===== config.mk =====
export PLATFORM = sky130hd
export DESIGN_NAME = irptm_front
export DESIGN_NICKNAME = d
export VERILOG_FILES = /design/src/design/irptm_pkg.sv /design/src/design/irptm_front.sv
export SDC_FILE = /design/constraint.sdc
export NUM_CORES = 1
export LEC_CHECK = 0
export ABC_AREA = 1
export BUFFER_PORTS_ARGS = -buffer_cell sky130_fd_sc_hd__buf_2
export CORE_UTILIZATION = 60
export DETAILED_ROUTE_END_ITERATION = 16
export PLACE_DENSITY = 0.87
export SLEW_MARGIN = 20
export SYNTH_ARGS = -nofsm -noshare
export SYNTH_HDL_FRONTEND = slang
export SYNTH_SLANG_ARGS = --single-unit

===== constraint.sdc =====
create_clock -name clk -period 10.2 [get_ports clk]
set_input_delay 2.04 -clock clk [delete_from_list [all_inputs] [get_ports clk]]
set_output_delay 2.04 -clock clk [all_outputs]
set_load 0.1 [all_outputs]

===== src/design/irptm_pkg.sv =====
// ----------------------------------------------------------------------------
// irptm_pkg
// Shared types and constants of the infrared pulse template matcher.
// ----------------------------------------------------------------------------
package irptm_pkg;

	typedef enum logic [1:0] {
		KIND_FALL = 2'd0,
		KIND_RISE = 2'd1,
		KIND_WORD = 2'd2,
		KIND_LEN  = 2'd3
	} kind_t;

	typedef struct packed {
		kind_t       kind;
		logic [2:0]  key_index;
		logic [6:0]  position;
		logic [15:0] value;
		logic [31:0] edge_tick;
	} item_t;

	typedef struct packed {
		logic       clear_timer;
		logic       match_done;
		logic       matched;
		logic [2:0] key;
	} result_t;

	localparam int unsigned CFG_IDX_W  = 2;
	localparam int unsigned CFG_DATA_W = 8;

	localparam logic [CFG_IDX_W-1:0] REG_DECODE_ENABLE = 2'd0;
	localparam logic [CFG_IDX_W-1:0] REG_TOLERANCE     = 2'd1;
	localparam logic [CFG_IDX_W-1:0] REG_GAP_TICKS     = 2'd2;

	localparam logic [7:0] TOLERANCE_RESET = 8'd15;
	localparam logic [7:0] GAP_TICKS_RESET = 8'd10;

	localparam int unsigned RESTART_MARGIN = 10;

	typedef enum logic [2:0] {
		OP_NONE  = 3'd0,
		OP_CAP   = 3'd1,
		OP_WORD  = 3'd2,
		OP_LEN   = 3'd3,
		OP_MATCH = 3'd4
	} op_t;

	typedef struct packed {
		op_t  op;
		logic clr;
	} cmd_ctl_t;

endpackage


===== src/design/irptm_front.sv =====
// ----------------------------------------------------------------------------
// irptm_front
// Classifies each accepted item, keeps the frame bookkeeping and issues one
// command per item to the back end.
// ----------------------------------------------------------------------------
module irptm_front import irptm_pkg::*; #(
	parameter int unsigned KEY_COUNT   = 6,
	parameter int unsigned FRAME_DEPTH = 100,
	localparam int unsigned WAW = $clog2(KEY_COUNT * FRAME_DEPTH)
) (
	input  logic           clk,
	input  logic           arst_n,
	input  logic           accept,
	input  item_t          item,
	input  logic           decode_enable,
	input  logic [7:0]     gap_ticks,
	output cmd_ctl_t       cmd_ctl,
	output logic [WAW-1:0] cmd_addr,
	output logic [15:0]    cmd_data
);

	localparam int unsigned LW = $clog2(FRAME_DEPTH + 1);
	localparam logic [LW-1:0] DEPTH_L   = LW'(FRAME_DEPTH);
	localparam logic [LW-1:0] RESTART_L = LW'(FRAME_DEPTH - RESTART_MARGIN);

	logic [LW-1:0] count_q, count_d;
	logic [31:0]   last_tick_q, last_tick_d;
	logic          pend_q, pend_d;
	logic [LW-1:0] len0_q, len0_d;

	logic          key_ok, pos_ok, len_ok, restart, pend_now;
	logic [31:0]   limit;
	logic [LW-1:0] cnt0, cnt_rise;
	logic [WAW-1:0] word_addr;

	always_comb begin
		key_ok    = 32'(item.key_index) < KEY_COUNT;
		pos_ok    = 32'(item.position) < FRAME_DEPTH;
		len_ok    = 32'(item.value) <= FRAME_DEPTH;
		limit     = last_tick_q + 32'(gap_ticks);
		restart   = (count_q > RESTART_L) || (item.edge_tick > limit);
		cnt0      = restart ? '0 : count_q;
		cnt_rise  = count_q + 1'b1;
		word_addr = WAW'(32'(item.key_index) * FRAME_DEPTH + 32'(item.position));
		pend_now  = pend_q | (decode_enable & (item.kind == KIND_FALL) & restart);

		cmd_ctl.op  = OP_NONE;
		cmd_ctl.clr = 1'b0;
		cmd_addr    = '0;
		cmd_data    = item.value;
		count_d     = count_q;
		last_tick_d = last_tick_q;
		pend_d      = pend_q;
		len0_d      = len0_q;

		case (item.kind)
			KIND_WORD: begin
				if (key_ok && pos_ok) begin
					cmd_ctl.op = OP_WORD;
					cmd_addr   = word_addr;
				end
			end
			KIND_LEN: begin
				if (key_ok && len_ok) begin
					cmd_ctl.op = OP_LEN;
					cmd_addr   = WAW'(item.key_index);
					if (item.key_index == 3'd0) begin
						len0_d = LW'(item.value);
					end
				end
			end
			KIND_FALL: begin
				if (decode_enable) begin
					if (cnt0 < DEPTH_L) begin
						cmd_ctl.op = OP_CAP;
						cmd_addr   = WAW'(cnt0);
						count_d    = cnt0 + 1'b1;
					end else begin
						count_d = cnt0;
					end
				end
				cmd_ctl.clr = pend_now;
				pend_d      = 1'b0;
				last_tick_d = item.edge_tick;
			end
			KIND_RISE: begin
				if (decode_enable && (count_q < DEPTH_L)) begin
					cmd_addr = WAW'(count_q);
					if (len0_q == cnt_rise) begin
						cmd_ctl.op = OP_MATCH;
						count_d    = '0;
					end else begin
						cmd_ctl.op = OP_CAP;
						count_d    = cnt_rise;
					end
				end
				cmd_ctl.clr = pend_now;
				pend_d      = 1'b0;
				last_tick_d = item.edge_tick;
			end
			default: begin
				cmd_ctl.op = OP_NONE;
			end
		endcase
	end

	always_ff @(posedge clk or negedge arst_n) begin
		if (!arst_n) begin
			count_q     <= '0;
			last_tick_q <= '0;
			pend_q      <= 1'b1;
			len0_q      <= '0;
		end else if (accept) begin
			count_q     <= count_d;
			last_tick_q <= last_tick_d;
			pend_q      <= pend_d;
			len0_q      <= len0_d;
		end
	end

endmodule


======== Yosys cells after proc, flatten, opt, wreduce, memory -nomap -nowiden ========
Cells that the tools add are included.
word-level totals
  register bits after elaboration ......... 47
  output and inout bits ................... 30
operators by class
  add/sub/neg operators ................... 4
  multiply operators ...................... 1
  order comparisons ....................... 7
  eq/ne operators ......................... 6
  multiplexer cells ....................... 20
  bitwise operators ....................... 3
  reduce and logical (&&, ||, !) cells .... 11
operator list
  cell                   number
  $mux W7                8
  $pmux W10 S4           1
  $add A32 B8 Y32        1
  $gt A32 B32 Y1         1
  $lt A7 B7 Y1 const B   3
  $le A16 B7 Y1 const B  1
  $add A7 B1 Y7 const B  2
  $pmux W7 S2            1
  $pmux W3 S4            1
  $add A10 B7 Y10        1
  $mux W10               1
  $mux W3                3
  $mul A3 B5 Y8 const B  1
  $reduce_and A4 Y1      2
  $eq A7 B7 Y1           1
  $gt A7 B7 Y1 const B   1
  $eq A2 B2 Y1 const B   2
  $mux W2                2
  $ne A2 B2 Y1 const B   2
  $logic_and A1 B1 Y1    3
  $logic_not A3 Y1       1
  $lt A3 B3 Y1 const B   1
  $mux W1                3
  $and A1 B1 Y1          2
  other kinds (7)        7

======== Longest topological paths before layout ========
  depth in word-level cells ............... 8
  depth in mapped cells ................... 32

======== Worst setup path after synthesis ========
Ideal clock, no wire load.
  path kind ............................... input port to output port
  start ................................... input port gap_ticks[0]
  end ..................................... output port cmd_addr[5]
  arrival ................................. 7.081 ns
  slack ................................... 1.079 ns
  stages .................................. 24
  buffers on the path ..................... 0
  cell sequence ........................... ha_1 inv_1 fa_1 inv_1 a31oi_1 o21ai_2 nand2_2 nor2_4 nand2_4 nor2_4 nand3b_4 nor2_1 xnor2_1 ha_1 nand2_1 nor2_1 nand4_1 nor2_1 nand2_1 nand2_1 nand2_1 o21ai_1 inv_1 o31ai_1
between the ends
  word-level cells in the longest chain between the ends .. 8
ends and longest elaborated chain
  element               RTL line           text
  start: declaration    irptm_front.sv:16  input logic [7:0] gap_ticks,
  $add A32 B8 Y32 *     irptm_front.sv:40  limit = last_tick_q + 32'(gap_ticks);
  $gt A32 B32 Y1 *      irptm_front.sv:41  restart = (count_q > RESTART_L) || (item.edge_tick > limit);
  $logic_or A1 B1 Y1 *  irptm_front.sv:41
  $mux W7 *             irptm_front.sv:42  cnt0 = restart ? '0 : count_q;
  $lt A7 B7 Y1          irptm_front.sv:74  if (cnt0 < DEPTH_L) begin
  $mux W7 *             irptm_front.sv:74
  $mux W7 *             irptm_front.sv:73  if (decode_enable) begin
  $pmux W10 S4 *        irptm_front.sv:56  case (item.kind)
  end: declaration      irptm_front.sv:18  output logic [WAW-1:0] cmd_addr,
Mark *: on every way between the ends. The rest lies on a longest branch, timed or not.

======== Final worst setup path ========
Ends and elaborated chain as after synthesis.

==> run summary <==
Synth Area in Compound Gates - 0.1177
Clock Skew - 11.74 ps
Worst Max-Slew Pin Slew - 812.1 ps
Syn Area/Cell - 7.270 µm²
dominant register cell in the synthesized netlist - dfrtp_1
Period minus WS final - 8214 ps
register area share after synthesis - 0.2625
max-slew violations - 0
initial antenna violation count - 0
r2r startpoint - last_tick_q[0]
n_diodes - 0
Yosys top cell by area - dfrtp_1
residual DRC count - 0
CP max FO - 5
HPWL after detailed placement - 8.734 mm
mux contribution to synthesized area - 0.01004
Synth area leaders - dfrtp_1 26%, ha_1 15%, nand2_1 15%
adder and majority gate portion of the synthesized area - 0.1623
Die ar. - 7826 µm²
Root Buffer - clkbuf_8
Critical Path RT - 8160 ps
fraction of registers with async set/reset - 1.000
Sum Neg Setup Slack - 0 ps
maximum clock path buffer count - 2
CTS tree - done
final WL - 11.05 mm
Netlist cell types - 51
Tot Pwr - 0.0007606 W
simple-gate share of the synthesized area - 0.2823
core area - 7253 µm²
Switching Share - 0.4807
DRT iter0 DRCs - 352
Bufs and invs on worst path - 6
clock sinks - 47
number of global-route vias before repair - 4167
commonest cells in the netlist - 179 x nand2_1, 63 x inv_1, 55 x ha_1, 50 x nor2_1, 46 x dfrtp_1
Die Ht - 88.47 µm
Crit. End Element - output port
RSZ-0062 raised after global routing - no
sequential cell area - 1177 µm²
number of setup buffers added after CTS - 0
Final #Nets - 831
Comb pwr share - 0.502
# resized after CTS - 0
pwr dens - 149.9 nW/µm²
area grow syn2layout - 13.14%
worst hold margin - 468.1 ps
Synth top area share - 0.2566
via count - 4412
die width - 88.47 µm
Most Frequent Cell on Critical Path - nand2_1
max capacitance violation total - 0
crit start category - input port
internal power - 0.0003950 W
synthesized cell area - 4486 µm²
worst setup margin - 1986 ps
via/cell ratio - 5.501
R2R cell count - 30
row count - 31
hold buffer count at cts - 0
first-pass GRT wire length - 18.22 mm
PortBufs - 101
Worst slew margin - 0.4552
Slowest cell on crit path - buf_2
area of the multi-input gates - 2915 µm²
fillers - 629
outcome - complete, no violations
hold path cells - 2
XOR/XNOR Fraction of Synth Area - 0.07615
Setup Viol. Count Final - 0
most frequent cell after synthesis - nand2_1
GRT overflow - 0
Sw Pwr - 0.0003656 W
wire per inst - 13.78 µm
WP data arrival - 6170 ps
clock group share of total power - 0.166
final non-filler cell total - 802
Post-Syn Instances - 617
DP Worst Slack - 2040 ps
crit-path leading delay family - simple AND/OR/NAND/NOR gates
Leakage - 2.732 nW
number of H-tree levels - 2
worst skew pair latency - 310 ps
Starting Density - 0.6184
CTS buffer count - 5
Reg clk slew, reported paths - 90 ps
Post-synth EDFFs - 0
Inst Count DP - 794
f_max - 121.7 MHz
share of cells above drive strength 1 - 0.1949
CP peak stage delay - 470 ps
Final Wtd Congestion - 0.8761
Synth Register Bits - 47
pin count of the biggest net entering global routing - 48
Setup Crit Path Kind - in2out
I/O pin count - 102
Hold Startpoint - pend_q
worst ir drop on vdd - 0.00008068 V
Pre-antenna DRT Iters - 7
hold path endpoint - pend_q
Sequential Power Share - 0.332
FF-to-FF End - count_q[6]
largest family of logic cells by synthesized area - simple AND/OR/NAND/NOR gates
gr usage total - 0.2933
remaining antenna violation count after routing - 0
Yosys Warn Count - 0
worst min path class - reg2reg
reg-to-reg slack, setup - 5840 ps
Hold Fails Final Rpt - 0
period utilization - 0.8053
Post-Syn Nets - 746
-- cells in the final DEF (no fill, tap or decap), types with 5 or more instances in the layout --
master,instances
inv_1,63
nand2_1,179
o22ai_1,6
nand3_1,19
ha_1,55
nor4_1,5
a21oi_1,30
nor2_2,5
nor3_1,8
nand4_1,11
clkbuf_8,6
o21ai_0,22
nor2_1,49
dfrtp_1,46
buf_2,100
xnor2_1,11
xor2_1,28
a31oi_1,5
-- metrics by stage --
stage,utilization,cell area [µm²]
3_5_place_dp,0.6857,4974
5_1_grt,0.6997,5075
6_report,0.6997,5075
4_1_cts,0.6993,5072
2_1_floorplan,-,4486
3_3_place_gp,0.6857,4974
-- routing by layer --
layer,up-vias,GRT usage,wire (µm)
li1,2190,-,-
met1,2054,0.3751,4952
met2,147,0.5126,5281
met3,21,0.04104,624
met4,0,0.09091,195
met5,-,0,0
-- how the worst max path moves through the flow --
stage,start,to,depth (start not counted),slack (ps)
2_1_floorplan,gap_ticks[0],cmd_addr[5],24,1080
3_3_place_gp,gap_ticks[0],cmd_addr[5],27,2270
3_5_place_dp,gap_ticks[0],cmd_addr[5],27,2040
4_1_cts,gap_ticks[0],cmd_addr[5],27,2020
5_1_grt,gap_ticks[0],cmd_addr[5],26,1550
6_report,gap_ticks[0],cmd_addr[5],27,1990
-- tightest hold or removal path: stages, from the launching register on --
cell and delay, ps:
dfstp_2 370, inv_1 60, nor2_1 50
-- power groups by stage --
stage                     registers [W]  clock network, W  logic (W)
final                          0.000253          0.000126   0.000382
after global routing           0.000257          0.000137   0.000426
after CTS                      0.000251          0.000129   0.000380
after detailed placement       0.000254                 0   0.000377
after global placement         0.000254                 0   0.000364
after floorplan                0.000241                 0   0.000301
-- cell families after synthesis --
family	after synthesis
other cells	1
flops	47
compound gates	88
xor+xnor	39
mux	4
fa+ha+maj	57
simple gates	292
buf+inv	89
-- layout make-up --
type                            instances  share of cell area
Sequential cell                        47              0.2320
Tap cell                               99             0.02441
Clock inverter                          2            0.003205
Timing Repair Buffer                  102              0.1016
Inverter                               65             0.04808
Multi-Input combinational cell        481              0.5745
Clock buffer                            6             0.01627
-- registers in the layout, summed over array words and instances, names as in the netlist --
name / flops
last_tick_q: 32
count_q: 7
len0_q: 7
pend_q: 1
(Power assumes the default switching activity.)
