`src/design/irptm_pkg.sv`:
```
// ----------------------------------------------------------------------------
// irptm_pkg
// Shared types and constants of the infrared pulse template matcher.
// ----------------------------------------------------------------------------
package irptm_pkg;

	typedef enum logic [1:0] {
		KIND_FALL = 2'd0,
		KIND_RISE = 2'd1,
		KIND_WORD = 2'd2,
		KIND_LEN  = 2'd3
	} kind_t;

	typedef struct packed {
		kind_t       kind;
		logic [2:0]  key_index;
		logic [6:0]  position;
		logic [15:0] value;
		logic [31:0] edge_tick;
	} item_t;

	typedef struct packed {
		logic       clear_timer;
		logic       match_done;
		logic       matched;
		logic [2:0] key;
	} result_t;

	localparam int unsigned CFG_IDX_W  = 2;
	localparam int unsigned CFG_DATA_W = 8;

	localparam logic [CFG_IDX_W-1:0] REG_DECODE_ENABLE = 2'd0;
	localparam logic [CFG_IDX_W-1:0] REG_TOLERANCE     = 2'd1;
	localparam logic [CFG_IDX_W-1:0] REG_GAP_TICKS     = 2'd2;

	localparam logic [7:0] TOLERANCE_RESET = 8'd15;
	localparam logic [7:0] GAP_TICKS_RESET = 8'd10;

	localparam int unsigned RESTART_MARGIN = 10;

	typedef enum logic [2:0] {
		OP_NONE  = 3'd0,
		OP_CAP   = 3'd1,
		OP_WORD  = 3'd2,
		OP_LEN   = 3'd3,
		OP_MATCH = 3'd4
	} op_t;

	typedef struct packed {
		op_t  op;
		logic clr;
	} cmd_ctl_t;

endpackage

```
`src/design/irptm_queue.sv`:
```
// ----------------------------------------------------------------------------
// irptm_queue
// Short first-in first-out command queue between front and back end.
// ----------------------------------------------------------------------------
module irptm_queue import irptm_pkg::*; #(
	parameter int unsigned W     = 8,
	parameter int unsigned DEPTH = 2
) (
	input  logic         clk,
	input  logic         arst_n,
	input  logic         push,
	input  logic [W-1:0] wdata,
	output logic         full,
	input  logic         pop,
	output logic [W-1:0] rdata,
	output logic         empty
);

	localparam int unsigned PW = (DEPTH > 1) ? $clog2(DEPTH) : 1;
	localparam int unsigned CW = $clog2(DEPTH + 1);
	localparam logic [PW-1:0] LAST_P = PW'(DEPTH - 1);
	localparam logic [CW-1:0] DEPTH_C = CW'(DEPTH);

	logic [W-1:0]  mem_q [DEPTH];
	logic [PW-1:0] wr_ptr_q, rd_ptr_q;
	logic [CW-1:0] count_q;
	logic          do_push, do_pop;

	assign full    = (count_q == DEPTH_C);
	assign empty   = (count_q == '0);
	assign rdata   = mem_q[rd_ptr_q];
	assign do_push = push && !full;
	assign do_pop  = pop && !empty;

	always_ff @(posedge clk) begin
		if (do_push) begin
			mem_q[wr_ptr_q] <= wdata;
		end
	end

	always_ff @(posedge clk or negedge arst_n) begin
		if (!arst_n) begin
			wr_ptr_q <= '0;
			rd_ptr_q <= '0;
			count_q  <= '0;
		end else begin
			if (do_push) begin
				wr_ptr_q <= (wr_ptr_q == LAST_P) ? '0 : wr_ptr_q + 1'b1;
			end
			if (do_pop) begin
				rd_ptr_q <= (rd_ptr_q == LAST_P) ? '0 : rd_ptr_q + 1'b1;
			end
			if (do_push && !do_pop) begin
				count_q <= count_q + 1'b1;
			end else if (do_pop && !do_push) begin
				count_q <= count_q - 1'b1;
			end
		end
	end

endmodule

```
`config.mk`:
```
export PLATFORM = sky130hd
export DESIGN_NAME = irptm_queue
export DESIGN_NICKNAME = d
export VERILOG_FILES = /design/src/design/irptm_pkg.sv /design/src/design/irptm_queue.sv
export SDC_FILE = /design/constraint.sdc
export NUM_CORES = 1
export LEC_CHECK = 0
export ABC_AREA = 0
export CAP_MARGIN = 15
export CORE_MARGIN = 3
export CORE_UTILIZATION = 39
export DETAILED_ROUTE_END_ITERATION = 16
export DONT_BUFFER_PORTS = 1
export PLACE_DENSITY = 0.52
export SETUP_SLACK_MARGIN = 0.1
export SLEW_MARGIN = 20
export SYNTH_ARGS = -nofsm -noshare
export SYNTH_HDL_FRONTEND = slang
export SYNTH_SLANG_ARGS = --single-unit
```
`constraint.sdc`:
```
create_clock -name clk -period 1.5 [get_ports clk]
set_clock_uncertainty 0.15 [all_clocks]
set_input_delay 0 -clock clk [delete_from_list [all_inputs] [get_ports clk]]
set_output_delay 0 -clock clk [all_outputs]
set_load 0.05 [all_outputs]
```
# == After elaboration in Yosys (flattened, before gate mapping) ==
# Memories as Yosys holds them, arrays and structs flattened.
# Index checks and enable logic that the tools add are counted.
# classes
add_sub_neg,4
n_eq_ne,1
mux,6
reduce_logical,10
# ops
operator,n
logical AND 1 bit,4
logical NOT 1 bit,4
two-way mux 1 bit,4
two-way mux 2 bit,2
"adder 1 bit, second input constant",2
"adder 2 x 1 -> 2 bit, second input constant",1
"== test 2 bit, second input constant",1
logical NOT 2 bit,1
nonzero test 2 bit,1
"subtractor 2 x 1 -> 2 bit, second input constant",1
# word_totals
reg_bits,4
ramBits,16
output_inout_bits,10
word_cells,25
memories,1
# mem_list
memory,depth,width,rd,rd_ports_with_merged_regs,write_ports,line_no,source
mem_q,2,8,1,0,1,irptm_queue.sv:24,logic [W-1:0] mem_q [DEPTH];

# == Logic depth before layout (Yosys ltp) ==
# Gate-level depths: netlist (run 1).
# depth
depth_word,7
depth_mapped,7
depth_no_buf,7

# == Worst setup path before layout (run 1) ==
# No wires, ideal clock.
# synth_path
path_kind,register to register
from,register count_q[0]
to,memory mem_q[0][0] (enable)
t_arrival_ns,1.022
required_ns,0.980
slack_ns,-0.042
path_stages_with_launch,4
n_path_buf,0
period_less_slack_ns,1.542
path_cell_list,dfrtp_1 > nand2b_1 > nand2_2 > nor2_1
# synth_between
elab_chain_len,5
# synth_rtl
item,line_no,source
from (decl),irptm_queue.sv:26,logic [CW-1:0] count_q;
from (signal assigned),irptm_queue.sv:54,count_q <= count_q + 1'b1;
from (signal assigned),irptm_queue.sv:56,count_q <= count_q - 1'b1;
== test 2 bit,irptm_queue.sv:29,assign full = (count_q == DEPTH_C);
logical NOT 1 bit,irptm_queue.sv:32,assign do_push = push && !full;
logical AND 1 bit,irptm_queue.sv:32,
two-way mux 1 bit,irptm_queue.sv:36,if (do_push) begin
two-way mux 1 bit (implied by the code),irptm_queue.sv:37,mem_q[wr_ptr_q] <= wdata;
to (decl),irptm_queue.sv:24,
# Every way passes these cells.

# == Worst setup path in the final report (run 1) ==
# layout_path
from,register count_q[0]
to,memory mem_q[1][4] (enable)
# Same word-level chain as after synthesis.

==> flow_summary.json, run 1 <==
{
  "worstSkewPairLatency_ps": 290,
  "dp_cells": 76,
  "design.die.area_um2": 2580,
  "place.gp.congestion": 0.655,
  "synthFlopType": "sky130_fd_sc_hd__edfxtp_1",
  "critical_path.reg2reg.endpoint": "mem_q[1][4]",
  "finalWorstPathRequiredPeriod_ps": 1510,
  "antenna_violations_before_repair": 0,
  "p_leak_nw": 0.482,
  "synth.net_count": 57,
  "clock.fmax_mhz": 661,
  "groute.usage.overall_pct": 12.5,
  "cts-root-buf": "sky130_fd_sc_hd__clkbuf_4",
  "first_global_vias": 511,
  "htree_levels": 1,
  "p_per_area_nw_per_um2": 2310,
  "status": "complete, but fails checks",
  "synth_largest_type_area_fraction_pct": 61.4,
  "post-route-drc-count": 0,
  "cp-start-kind": "flop",
  "post_route_cells_drive_above_1_share_pct": 52.7,
  "fin_cells": 99,
  "synthesis.area_per_instance_um2": 17.8,
  "pin_count_of_the_biggest_net_entering_global_routing": 13,
  "grt_remaining_overflow": 0,
  "async_reset_ff_share_pct": 20.0,
  "total_placed_instance_area_um2": 886,
  "tritoncts.num_buffers": 3,
  "dr.first_iter.drc_count": 0,
  "worst_reg_to_reg_cells": 5,
  "min_period_over_period_pct": 101,
  "netlist_top_cells_count": "16 x sky130_fd_sc_hd__edfxtp_1, 6 x sky130_fd_sc_hd__mux2_1, 4 x sky130_fd_sc_hd__dfrtp_1",
  "coreArea_um2": 1800,
  "final_core_util_pct": 66.5,
  "max_cap_violations": 0,
  "setup_total_negative_slack_ps": -71.7,
  "timing.critical_path.fanout_max": 5,
  "r2r_start": "count_q[0]",
  "worst_slack_ps": -12.3,
  "worst_setup_path_startpoint": "count_q[0]",
  "yosysTopAreaCell": "sky130_fd_sc_hd__edfxtp_1",
  "report.final.hold_viol_count": 11,
  "buffer_ports.inserted": 0,
  "synth_cells": 44,
  "postSynthRegisterBits": 20,
  "synth.cell_area_um2": 782,
  "final_max_slew_viol_count": 0,
  "cts_tree": "done",
  "synth.top_cells.by_area": "sky130_fd_sc_hd__edfxtp_1 61%, sky130_fd_sc_hd__dfrtp_1 13%, sky130_fd_sc_hd__mux2_1 8.6%, sky130_fd_sc_hd__mux2_2 2.9%, sky130_fd_sc_hd__xnor2_1 2.2%",
  "num_rows": 15,
  "ioPinCount": 22,
  "num_antenna_cells": 0,
  "number_of_detailed_routing_iterations_run_before_antenna_repair": 1,
  "summed_area_of_non_filler_cells_in_the_final_layout_um2": 1200,
  "required_ps": 1380,
  "floorplan.initialDensity_pct": 43.4,
  "synth_seq_area_share_pct": 74.2,
  "cts.clk_slew.worst_paths_ps": 110,
  "critPathKind": "flop to flop",
  "syn_warnings": 0,
  "cp-end-kind": "flop",
  "arrival_ps": 1390,
  "areaGrowthSynthToFinish_pct": 53.3,
  "cts-root-to-sink-buffers": 2,
  "worst_hold_slack_ps": -161,
  "hold_path_class": "input pin to flop",
  "grt_first_pass_wirelength_um": 2260,
  "critPathCapture": "mem_q[1][4]",
  "ctsHoldBuffers": 11,
  "layout.filler_cells": 137,
  "failed_checks": "hold timing, setup timing",
  "die_width_um": 50.8,
  "die_y_um": 50.8,
  "leading_cell_type_by_number_of_instances_after_synthesis": "sky130_fd_sc_hd__edfxtp_1",
  "setup_viol_count_final": 6,
  "peakVddDrop_uv": 1450,
  "detailroute.via_count": 460,
  "regToRegSetupSlack_ps": -10,
  "post-dp-hpwl_um": 1010,
  "cts.sink_count": 20,
  "number_of_vias_per_cell_after_detailed_routing": 4.65,
  "worst-slew-pin-transition_ps": 247,
  "final_antenna_net_count": 0,
  "finalNetCount": 88,
  "routed_wirelength_um": 1460,
  "routed_wire_length_per_instance_um": 14.8,
  "synth_enable_flop_cells": 16,
  "ys_types": 15,
  "grt_setup_unrepaired": "yes",
  "timing.max_slew.rel_slack_pct": 83.5
}
[critical path: stages (launching register included)]
cell,delay (ps)
sky130_fd_sc_hd__dfrtp_1,420
sky130_fd_sc_hd__nand2b_4,170
sky130_fd_sc_hd__buf_4,110
sky130_fd_sc_hd__buf_6,90
sky130_fd_sc_hd__and3_4,190
sky130_fd_sc_hd__buf_6,120
[worst min path at each step]
stage,cells past startpoint,slack [ps],start,to
3_5_place_dp,0,-450,arst_n,count_q[1]
2_1_floorplan,0,-450,arst_n,count_q[0]
4_1_cts,4,-170,push,count_q[0]
3_3_place_gp,0,-450,arst_n,count_q[0]
6_report,4,-160,push,count_q[0]
5_1_grt,4,-160,push,count_q[0]
[cells by family (layout without fill, tap and decap cells)]
logic type / count (synthesis) / count (layout) / synth area share (%)
AND/OR/NAND/NOR: 6 / 6 / 3.84
multiplexers: 8 / 8 / 11.5
buffers and inverters: 3 / 33 / 1.60
AO/OA/AOI/OAI: 1 / 1 / 0.639
XOR/XNOR: 5 / 5 / 6.56
adder cells (fa/ha/maj): 1 / 1 / 1.60
flip-flops: 20 / 20 / 74.2
[through the flow]
step	power, W	setup slack [ps]
finish	0.00277	-12.3
global route	0.00290	-85.2
CTS	0.00277	-33.0
detailed placement	0.00193	-63.9
global placement	0.00187	70.1
floorplan	0.00171	49.2
[metal layers]
metal,share of wire (%),up-vias,global-route usage (%)
li1,-,217,-
met1,36,228,12.6
met2,58,13,23.3
met3,4.2,2,3.26
met4,1.1,0,6.73
met5,0,-,0
[registers in the layout, summed over array words and instances (netlist names)]
register  flops
rd_ptr_q      1
wr_ptr_q      1
count_q       2
mem_q        16
[layout by cell type, fill, tap and decap left out]
cell type | Yosys | layout
sky130_fd_sc_hd__nor2_4 | 0 | 1
sky130_fd_sc_hd__clkbuf_4 | 0 | 3
sky130_fd_sc_hd__buf_6 | 0 | 8
sky130_fd_sc_hd__nand2_4 | 0 | 1
sky130_fd_sc_hd__xnor2_2 | 1 | 1
sky130_fd_sc_hd__nand2b_4 | 0 | 1
sky130_fd_sc_hd__xnor2_1 | 2 | 2
sky130_fd_sc_hd__edfxtp_1 | 16 | 16
sky130_fd_sc_hd__nor2_1 | 3 | 2
sky130_fd_sc_hd__ha_4 | 0 | 1
sky130_fd_sc_hd__mux2_4 | 0 | 8
sky130_fd_sc_hd__dlygate4sd3_1 | 0 | 11
sky130_fd_sc_hd__o21ai_2 | 0 | 1
sky130_fd_sc_hd__and3_4 | 0 | 1
sky130_fd_sc_hd__bufinv_16 | 0 | 1
sky130_fd_sc_hd__clkinvlp_4 | 0 | 1
sky130_fd_sc_hd__dfrtp_2 | 0 | 2
sky130_fd_sc_hd__dfrtp_1 | 4 | 2
sky130_fd_sc_hd__xor2_1 | 2 | 2
sky130_fd_sc_hd__inv_2 | 0 | 1
sky130_fd_sc_hd__buf_4 | 0 | 8
[report_power, final]
group	switching, W	leakage, nW	internal [W]
logic	0.000813	0.261	0.000644
registers	0.000104	0.193	0.000782
clock network	0.000162	0.0279	0.000270
total	0.00108	0.482	0.00170
[final cells by class]
cell class	count	area, µm²	area share [%]
inverters	2	11.3	0.939
clock inverters	1	30.0	2.51
multi-input cells	21	260	21.7
flip-flops and latches	20	583	48.6
well taps	25	31.3	2.61
repair buffers	27	260	21.7
clock buffers	3	22.5	1.88
[what timing repair did]
item	4_1_cts	5_1_grt
gates resized for setup	29	2
setup endpoints to repair	10	27
pin swaps	4	2
endpoints found under the hold margin	32	12
setup buffers	7	1
gates cloned	0	0
(Power assumes the default switching activity.)
==> run 2: changes to the inputs <==
--- a/config.mk
+++ b/config.mk
@@ -7,8 +7,8 @@
 export LEC_CHECK = 0
 export ABC_AREA = 0
 export CAP_MARGIN = 15
-export CORE_MARGIN = 3
 export CORE_UTILIZATION = 39
+export CTS_BUF_LIST = sky130_fd_sc_hd__clkbuf_8
 export DETAILED_ROUTE_END_ITERATION = 16
 export DONT_BUFFER_PORTS = 1
 export PLACE_DENSITY = 0.52
==> run 2 against run 1 <==
The run now ends clean. Total power is 6.8% lower. Setup slack better by 32 ps. Via count is 2.2% lower. Largest power group unchanged. Combinational power is 8% lower. Clock power is 22% lower. Non-clock buffer count is 1 higher. First-iteration DRC count is 2 higher. Critical path depth is 2 higher. Sequential power is 2.5% higher.
==> flow_summary.json, run 2 (same netlist as run 1, synthesis figures left out) <==
{
  "groute.usage.overall_pct": 13.9,
  "dp_cells": 76,
  "final_max_slew_viol_count": 0,
  "post-dp-hpwl_um": 962,
  "grt_first_pass_wirelength_um": 1930,
  "required_ps": 1520,
  "grt_setup_unrepaired": "yes",
  "max_cap_violations": 0,
  "comb_power_share_pct": 51.9,
  "cts-root-to-sink-buffers": 2,
  "die_y_um": 46.8,
  "worst-slew-pin-transition_ps": 273,
  "dpl_worst_slack_ps": -9.80,
  "switching_power_share_of_the_total_pct": 40.8,
  "timing.critical_path.fanout_max": 4,
  "ioPinCount": 22,
  "floorplan.initialDensity_pct": 43.4,
  "critPathKind": "flop to flop",
  "antenna_violations_before_repair": 0,
  "layout.cells.most_common": "sky130_fd_sc_hd__edfxtp_1",
  "fin_cells": 100,
  "critical-path-max-stage-delay_ps": 420,
  "die_width_um": 46.8,
  "status": "complete, no violations",
  "worst_slack_ps": 19.5,
  "internal_power_w": 0.00153,
  "reg_top3": "mem_q: 16 flops, count_q: 2 flops",
  "areaGrowthSynthToFinish_pct": 49.6,
  "clock_power_share_pct": 13.0,
  "num_rows": 15,
  "setup_viol_count_final": 0,
  "hold_path_class": "input pin to flop",
  "cts.sink_count": 20,
  "finalWorstPathRequiredPeriod_ps": 1480,
  "tritoncts.num_buffers": 3,
  "arrival_ps": 1500,
  "p_per_area_nw_per_um2": 2210,
  "layout.filler_cells": 141,
  "pin_count_of_the_biggest_net_entering_global_routing": 12,
  "htree_levels": 1,
  "cp-end-kind": "flop",
  "timing.critical_path.max_delay_family": "flip-flops",
  "post_route_cells_drive_above_1_share_pct": 49.3,
  "setup_total_negative_slack_ps": 0,
  "detailroute.via_count": 450,
  "routed_wirelength_um": 1390,
  "post-route-drc-count": 0,
  "cts-root-buf": "sky130_fd_sc_hd__clkbuf_8",
  "cts.clk_slew.worst_paths_ps": 70,
  "switching_power_w": 0.00106,
  "routed_wire_length_per_instance_um": 13.9,
  "summed_area_of_non_filler_cells_in_the_final_layout_um2": 1170,
  "power_total_w": 0.00259,
  "grt_remaining_overflow": 0,
  "place.gp.congestion": 0.688,
  "finalNetCount": 89,
  "buffer_ports.inserted": 0,
  "critPathSlowestCell": "sky130_fd_sc_hd__dfrtp_1",
  "timing.max_slew.rel_slack_pct": 81.9,
  "report.final.hold_viol_count": 0,
  "min_period_over_period_pct": 98.7,
  "num_antenna_cells": 0,
  "final_antenna_net_count": 0,
  "largest_register": "mem_q",
  "power.share.sequential_pct": 35.1,
  "first_global_vias": 472,
  "clock.fmax_mhz": 675,
  "largest_register_ff_count": 16,
  "cp.buffers_inverters": 1,
  "cts_tree": "done",
  "layout_common_cells": "16 x sky130_fd_sc_hd__edfxtp_1, 12 x sky130_fd_sc_hd__dlygate4sd3_1, 11 x sky130_fd_sc_hd__buf_4, 5 x sky130_fd_sc_hd__mux2_2, 5 x sky130_fd_sc_hd__buf_6",
  "crit_path_frequent_cell": "sky130_fd_sc_hd__xor2_1",
  "total_placed_instance_area_um2": 886,
  "coreArea_um2": 1800,
  "cp-start-kind": "flop",
  "crit_path_cell_trace": "nand2b_4, nand2_4, inv_2, ha_4, xor2_1, nor2_1, xor2_1",
  "number_of_vias_per_cell_after_detailed_routing": 4.50,
  "worstSkewPairLatency_ps": 250,
  "design.die.area_um2": 2190,
  "dr.first_iter.drc_count": 2,
  "number_of_detailed_routing_iterations_run_before_antenna_repair": 2,
  "p_leak_nw": 0.457,
  "peakVddDrop_uv": 1650
}
run 2: cell types whose count changed in the layout (fill, tap and decap cells not counted), sizes merged:
cell	delta
dlygate4sd3	+1
clkinv	+1
bufinv	-1
run 2: final timing paths:
check                                start           to  slack (ps)  cells after the start
worst max register to register  count_q[0]   count_q[1]          20                      7
worst min-delay path                  push  mem_q[1][2]           4                      2
max in group asynchronous           arst_n     rd_ptr_q         590                      2
worst min register to register  count_q[1]   count_q[1]         460                      1
min in group asynchronous           arst_n     wr_ptr_q         410                      2
worst max-delay path            count_q[0]   count_q[1]          20                      7
run 2: worst reg2reg max path: cells and delay by family (launching register included):
family | cells | cell delay (ps)
buf+inv | 1 | 40
flops | 1 | 420
xor+xnor | 2 | 280
simple gates | 3 | 370
fa+ha+maj | 1 | 150
run 2: timing repair:
action | CTS | global route
endpoints found under the hold margin | 25 | 0
pin swaps | 3 | 2
resized for setup | 12 | 10
buffers inserted | 5 | 3
hold buffers | 12 | 0
setup endpoints to repair | 10 | 17
run 2: cell type report:
class / instances / area, µm² / area share [%]
multi-input combinational: 21 / 241 / 20.6
inverter: 2 / 11.3 / 0.963
clock inverter: 1 / 3.75 / 0.321
timing repair buffer: 28 / 259 / 22.1
tap: 25 / 31.3 / 2.67
clock buffer: 3 / 41.3 / 3.53
sequential: 20 / 582 / 49.7
run 2: layer usage:
metal / part of all wire [%] / wire length (µm) / GRT usage (%)
met3: 3.8 / 53 / 3.46
met1: 38 / 529 / 12.7
met4: 0 / 0 / 6.86
met2: 58 / 803 / 27.8
met5: 0 / 0 / 0
run 2: metrics by stage:
stage	hold WS, ps	util, %
finish	4.05	64.9
global route	0.482	64.9
CTS	6.33	61.9
detailed placement	-445	49.2
global placement	-445	49.2
floorplan	-446	-
run 2: power groups by stage:
stage                     clock, W  combinational, W  sequential, W
after detailed placement         0          0.000993       0.000927
after floorplan                  0          0.000851       0.000856
after CTS                 0.000349           0.00120       0.000922
after global placement           0          0.000968       0.000903
after global routing      0.000371           0.00141       0.000926
final                     0.000335           0.00134       0.000908
==> run 3: changes to the inputs <==
--- a/config.mk
+++ b/config.mk
@@ -7,13 +7,14 @@
 export LEC_CHECK = 0
 export ABC_AREA = 0
 export CAP_MARGIN = 15
-export CORE_UTILIZATION = 39
+export CORE_UTILIZATION = 50
 export CTS_BUF_LIST = sky130_fd_sc_hd__clkbuf_8
 export DETAILED_ROUTE_END_ITERATION = 16
 export DONT_BUFFER_PORTS = 1
-export PLACE_DENSITY = 0.52
+export PLACE_DENSITY = 0.65
 export SETUP_SLACK_MARGIN = 0.1
 export SLEW_MARGIN = 20
 export SYNTH_ARGS = -nofsm -noshare
 export SYNTH_HDL_FRONTEND = slang
 export SYNTH_SLANG_ARGS = --single-unit
+export TNS_END_PERCENT = 1
==> constraint.sdc (replaced) <==
create_clock -name clk -period 1.5 [get_ports clk]
set_clock_uncertainty 0.15 [all_clocks]
set_input_delay 0.15 -clock clk [delete_from_list [all_inputs] [get_ports clk]]
set_output_delay 0.15 -clock clk [all_outputs]
set_load 0.05 [all_outputs]
==> run 3 against run 2 <==
The run now ends with hold timing, setup timing left. Die area decreased by 21%. First-iteration DRC count grew to 5.0 times the previous value. Design area down 0.75%. Fmax shrank 2.5%. Via count rose by 0.22%. Non-clock buffer count is 8 lower. Total power rose by 8.6%. Clock power grew 56%. Critical path depth down 1. Combinational power rose by 4%. Utilization up 19 points. Critical endpoint unchanged.
==> flow_summary.json, run 3 (same netlist as run 1, synthesis figures left out) <==
{
  "grt_remaining_overflow": 0,
  "setup_viol_count_final": 9,
  "layout.filler_cells": 60,
  "num_antenna_cells": 0,
  "ioPinCount": 22,
  "cts.clk_slew.worst_paths_ps": 70,
  "die_width_um": 41.5,
  "routed_wirelength_um": 1450,
  "detailroute.via_count": 451,
  "critical_path.reg2reg.endpoint": "count_q[1]",
  "grt_setup_unrepaired": "yes",
  "worst_slack_ps": -19.1,
  "cts.sink_count": 20,
  "largest_register_ff_count": 16,
  "min_path_cells": 3,
  "htree_levels": 1,
  "layout.cells.most_common": "sky130_fd_sc_hd__edfxtp_1",
  "number_of_vias_per_cell_after_detailed_routing": 5.50,
  "status": "complete, but fails checks",
  "first_global_vias": 507,
  "required_ps": 1480,
  "finalWorstPathRequiredPeriod_ps": 1520,
  "cp-start-kind": "flop",
  "grt_first_pass_wirelength_um": 2290,
  "number_of_detailed_routing_iterations_run_before_antenna_repair": 4,
  "hold_path_class": "input pin to flop",
  "peakVddDrop_uv": 1760,
  "worst_reg_to_reg_cells": 6,
  "post-dp-hpwl_um": 933,
  "reg_top3": "mem_q: 16 flops, count_q: 2 flops",
  "groute.usage.overall_pct": 18.0,
  "cp-end-kind": "flop",
  "dr.first_iter.drc_count": 10,
  "design.die.area_um2": 1730,
  "areaGrowthSynthToFinish_pct": 48.5,
  "worstSkewPairLatency_ps": 250,
  "routed_wire_length_per_instance_um": 17.6,
  "final_antenna_net_count": 0,
  "finalNetCount": 81,
  "max_cap_violations": 0,
  "tritoncts.num_buffers": 3,
  "largest_register": "mem_q",
  "arrival_ps": 1500,
  "place.gp.congestion": 0.739,
  "min_period_over_period_pct": 101,
  "floorplan.initialDensity_pct": 56.6,
  "num_rows": 13,
  "critPathCapture": "count_q[1]",
  "worst_setup_path_startpoint": "count_q[0]",
  "worst-slew-pin-transition_ps": 461,
  "pin_count_of_the_biggest_net_entering_global_routing": 13,
  "report.final.hold_viol_count": 1,
  "multi_input_area_um2": 270,
  "post_route_cells_drive_above_1_share_pct": 47.8,
  "register_area_um2": 583,
  "power_total_w": 0.00281,
  "cts-root-buf": "sky130_fd_sc_hd__clkbuf_8",
  "die_y_um": 41.5,
  "worst_hold_slack_ps": -6.65,
  "timing.max_slew.rel_slack_pct": 69.3,
  "critPathKind": "flop to flop",
  "cts_tree": "done",
  "final_max_slew_viol_count": 0,
  "failed_checks": "hold timing, setup timing",
  "post-route-drc-count": 0,
  "antenna_violations_before_repair": 0,
  "r2r_start": "count_q[0]",
  "regToRegSetupSlack_ps": -20,
  "coreArea_um2": 1380,
  "timing.critical_path.fanout_max": 3,
  "clock.fmax_mhz": 658,
  "dpl_worst_slack_ps": -84.7,
  "p_per_area_nw_per_um2": 2420,
  "buffer_ports.inserted": 0,
  "cts-root-to-sink-buffers": 2,
  "p_leak_nw": 0.471,
  "layout_common_cells": "16 x sky130_fd_sc_hd__edfxtp_1, 10 x sky130_fd_sc_hd__dlygate4sd3_1, 8 x sky130_fd_sc_hd__mux2_4, 6 x sky130_fd_sc_hd__buf_6"
}
## run 3: changes by cell type in the layout (fill, tap and decap cells not counted), sizes merged
cell / delta
buf: -6
dlygate4sd3: -2
bufinv: +1
clkinv: -1
clkinvlp: -1
inv: +1
## run 3: per-layer routing
| metal | global-route usage [%] | vias up | routed length (µm) |
|---|---|---|---|
| met5 | 0 | - | 0 |
| li1 | - | 203 | - |
| met3 | 3.48 | 0 | 48 |
| met4 | 3.87 | 0 | 0 |
| met2 | 32.8 | 14 | 771 |
| met1 | 22.1 | 234 | 626 |
## run 3: critical path: stages (launching register included)
cell and delay [ps]:
sky130_fd_sc_hd__dfrtp_1 400, sky130_fd_sc_hd__buf_4 150, sky130_fd_sc_hd__o21ai_4 160, sky130_fd_sc_hd__ha_4 170, sky130_fd_sc_hd__xor2_2 150, sky130_fd_sc_hd__nor2_1 60, sky130_fd_sc_hd__xor2_1 160
## run 3: area by class of cell
| cell class | count | share of cell area [%] |
|---|---|---|
| Sequential cell | 20 | 50.2 |
| Tap cell | 15 | 1.62 |
| Multi-Input combinational cell | 21 | 23.3 |
| Inverter | 2 | 0.647 |
| Timing Repair Buffer | 20 | 18.1 |
| Clock inverter | 1 | 2.59 |
| Clock buffer | 3 | 3.56 |
## run 3: worst min-delay path by stage
stage | startpoint | to | slack, ps
CTS | pop | rd_ptr_q | -40
detailed placement | arst_n | count_q[0] | -300
global route | push | wr_ptr_q | -4
floorplan | arst_n | count_q[0] | -300
finish | push | wr_ptr_q | -7
global placement | arst_n | count_q[1] | -300
## run 3: timing repair
action | CTS | global route
setup buffers | 2 | 1
gates cloned | 0 | 0
gates resized for setup | 29 | 3
pin swaps | 6 | 6
hold endpoints to repair | 21 | 2
hold buffers | 9 | 1
endpoints found under the setup margin | 20 | 19
## run 3: per-stage QoR
stage	hold slack, ps	setup TNS (ps)	area [µm²]	util, %	cells
CTS	-44.2	-63.3	1120	81.4	80
detailed placement	-296	-197	851	61.5	65
floorplan	-296	-26.0	785	-	44
global placement	-296	0	851	61.5	65
finish	-6.65	-59.5	1160	84.0	82
global route	-4.41	-337	1160	84.0	82
## run 3: where the power goes
group / total (W) / internal, W / switching, W / leakage [nW]
sequential: 0.000896 / 0.000783 / 0.000113 / 0.193
clock: 0.000522 / 0.000356 / 0.000167 / 0.0357
combinational: 0.00139 / 0.000579 / 0.000812 / 0.242
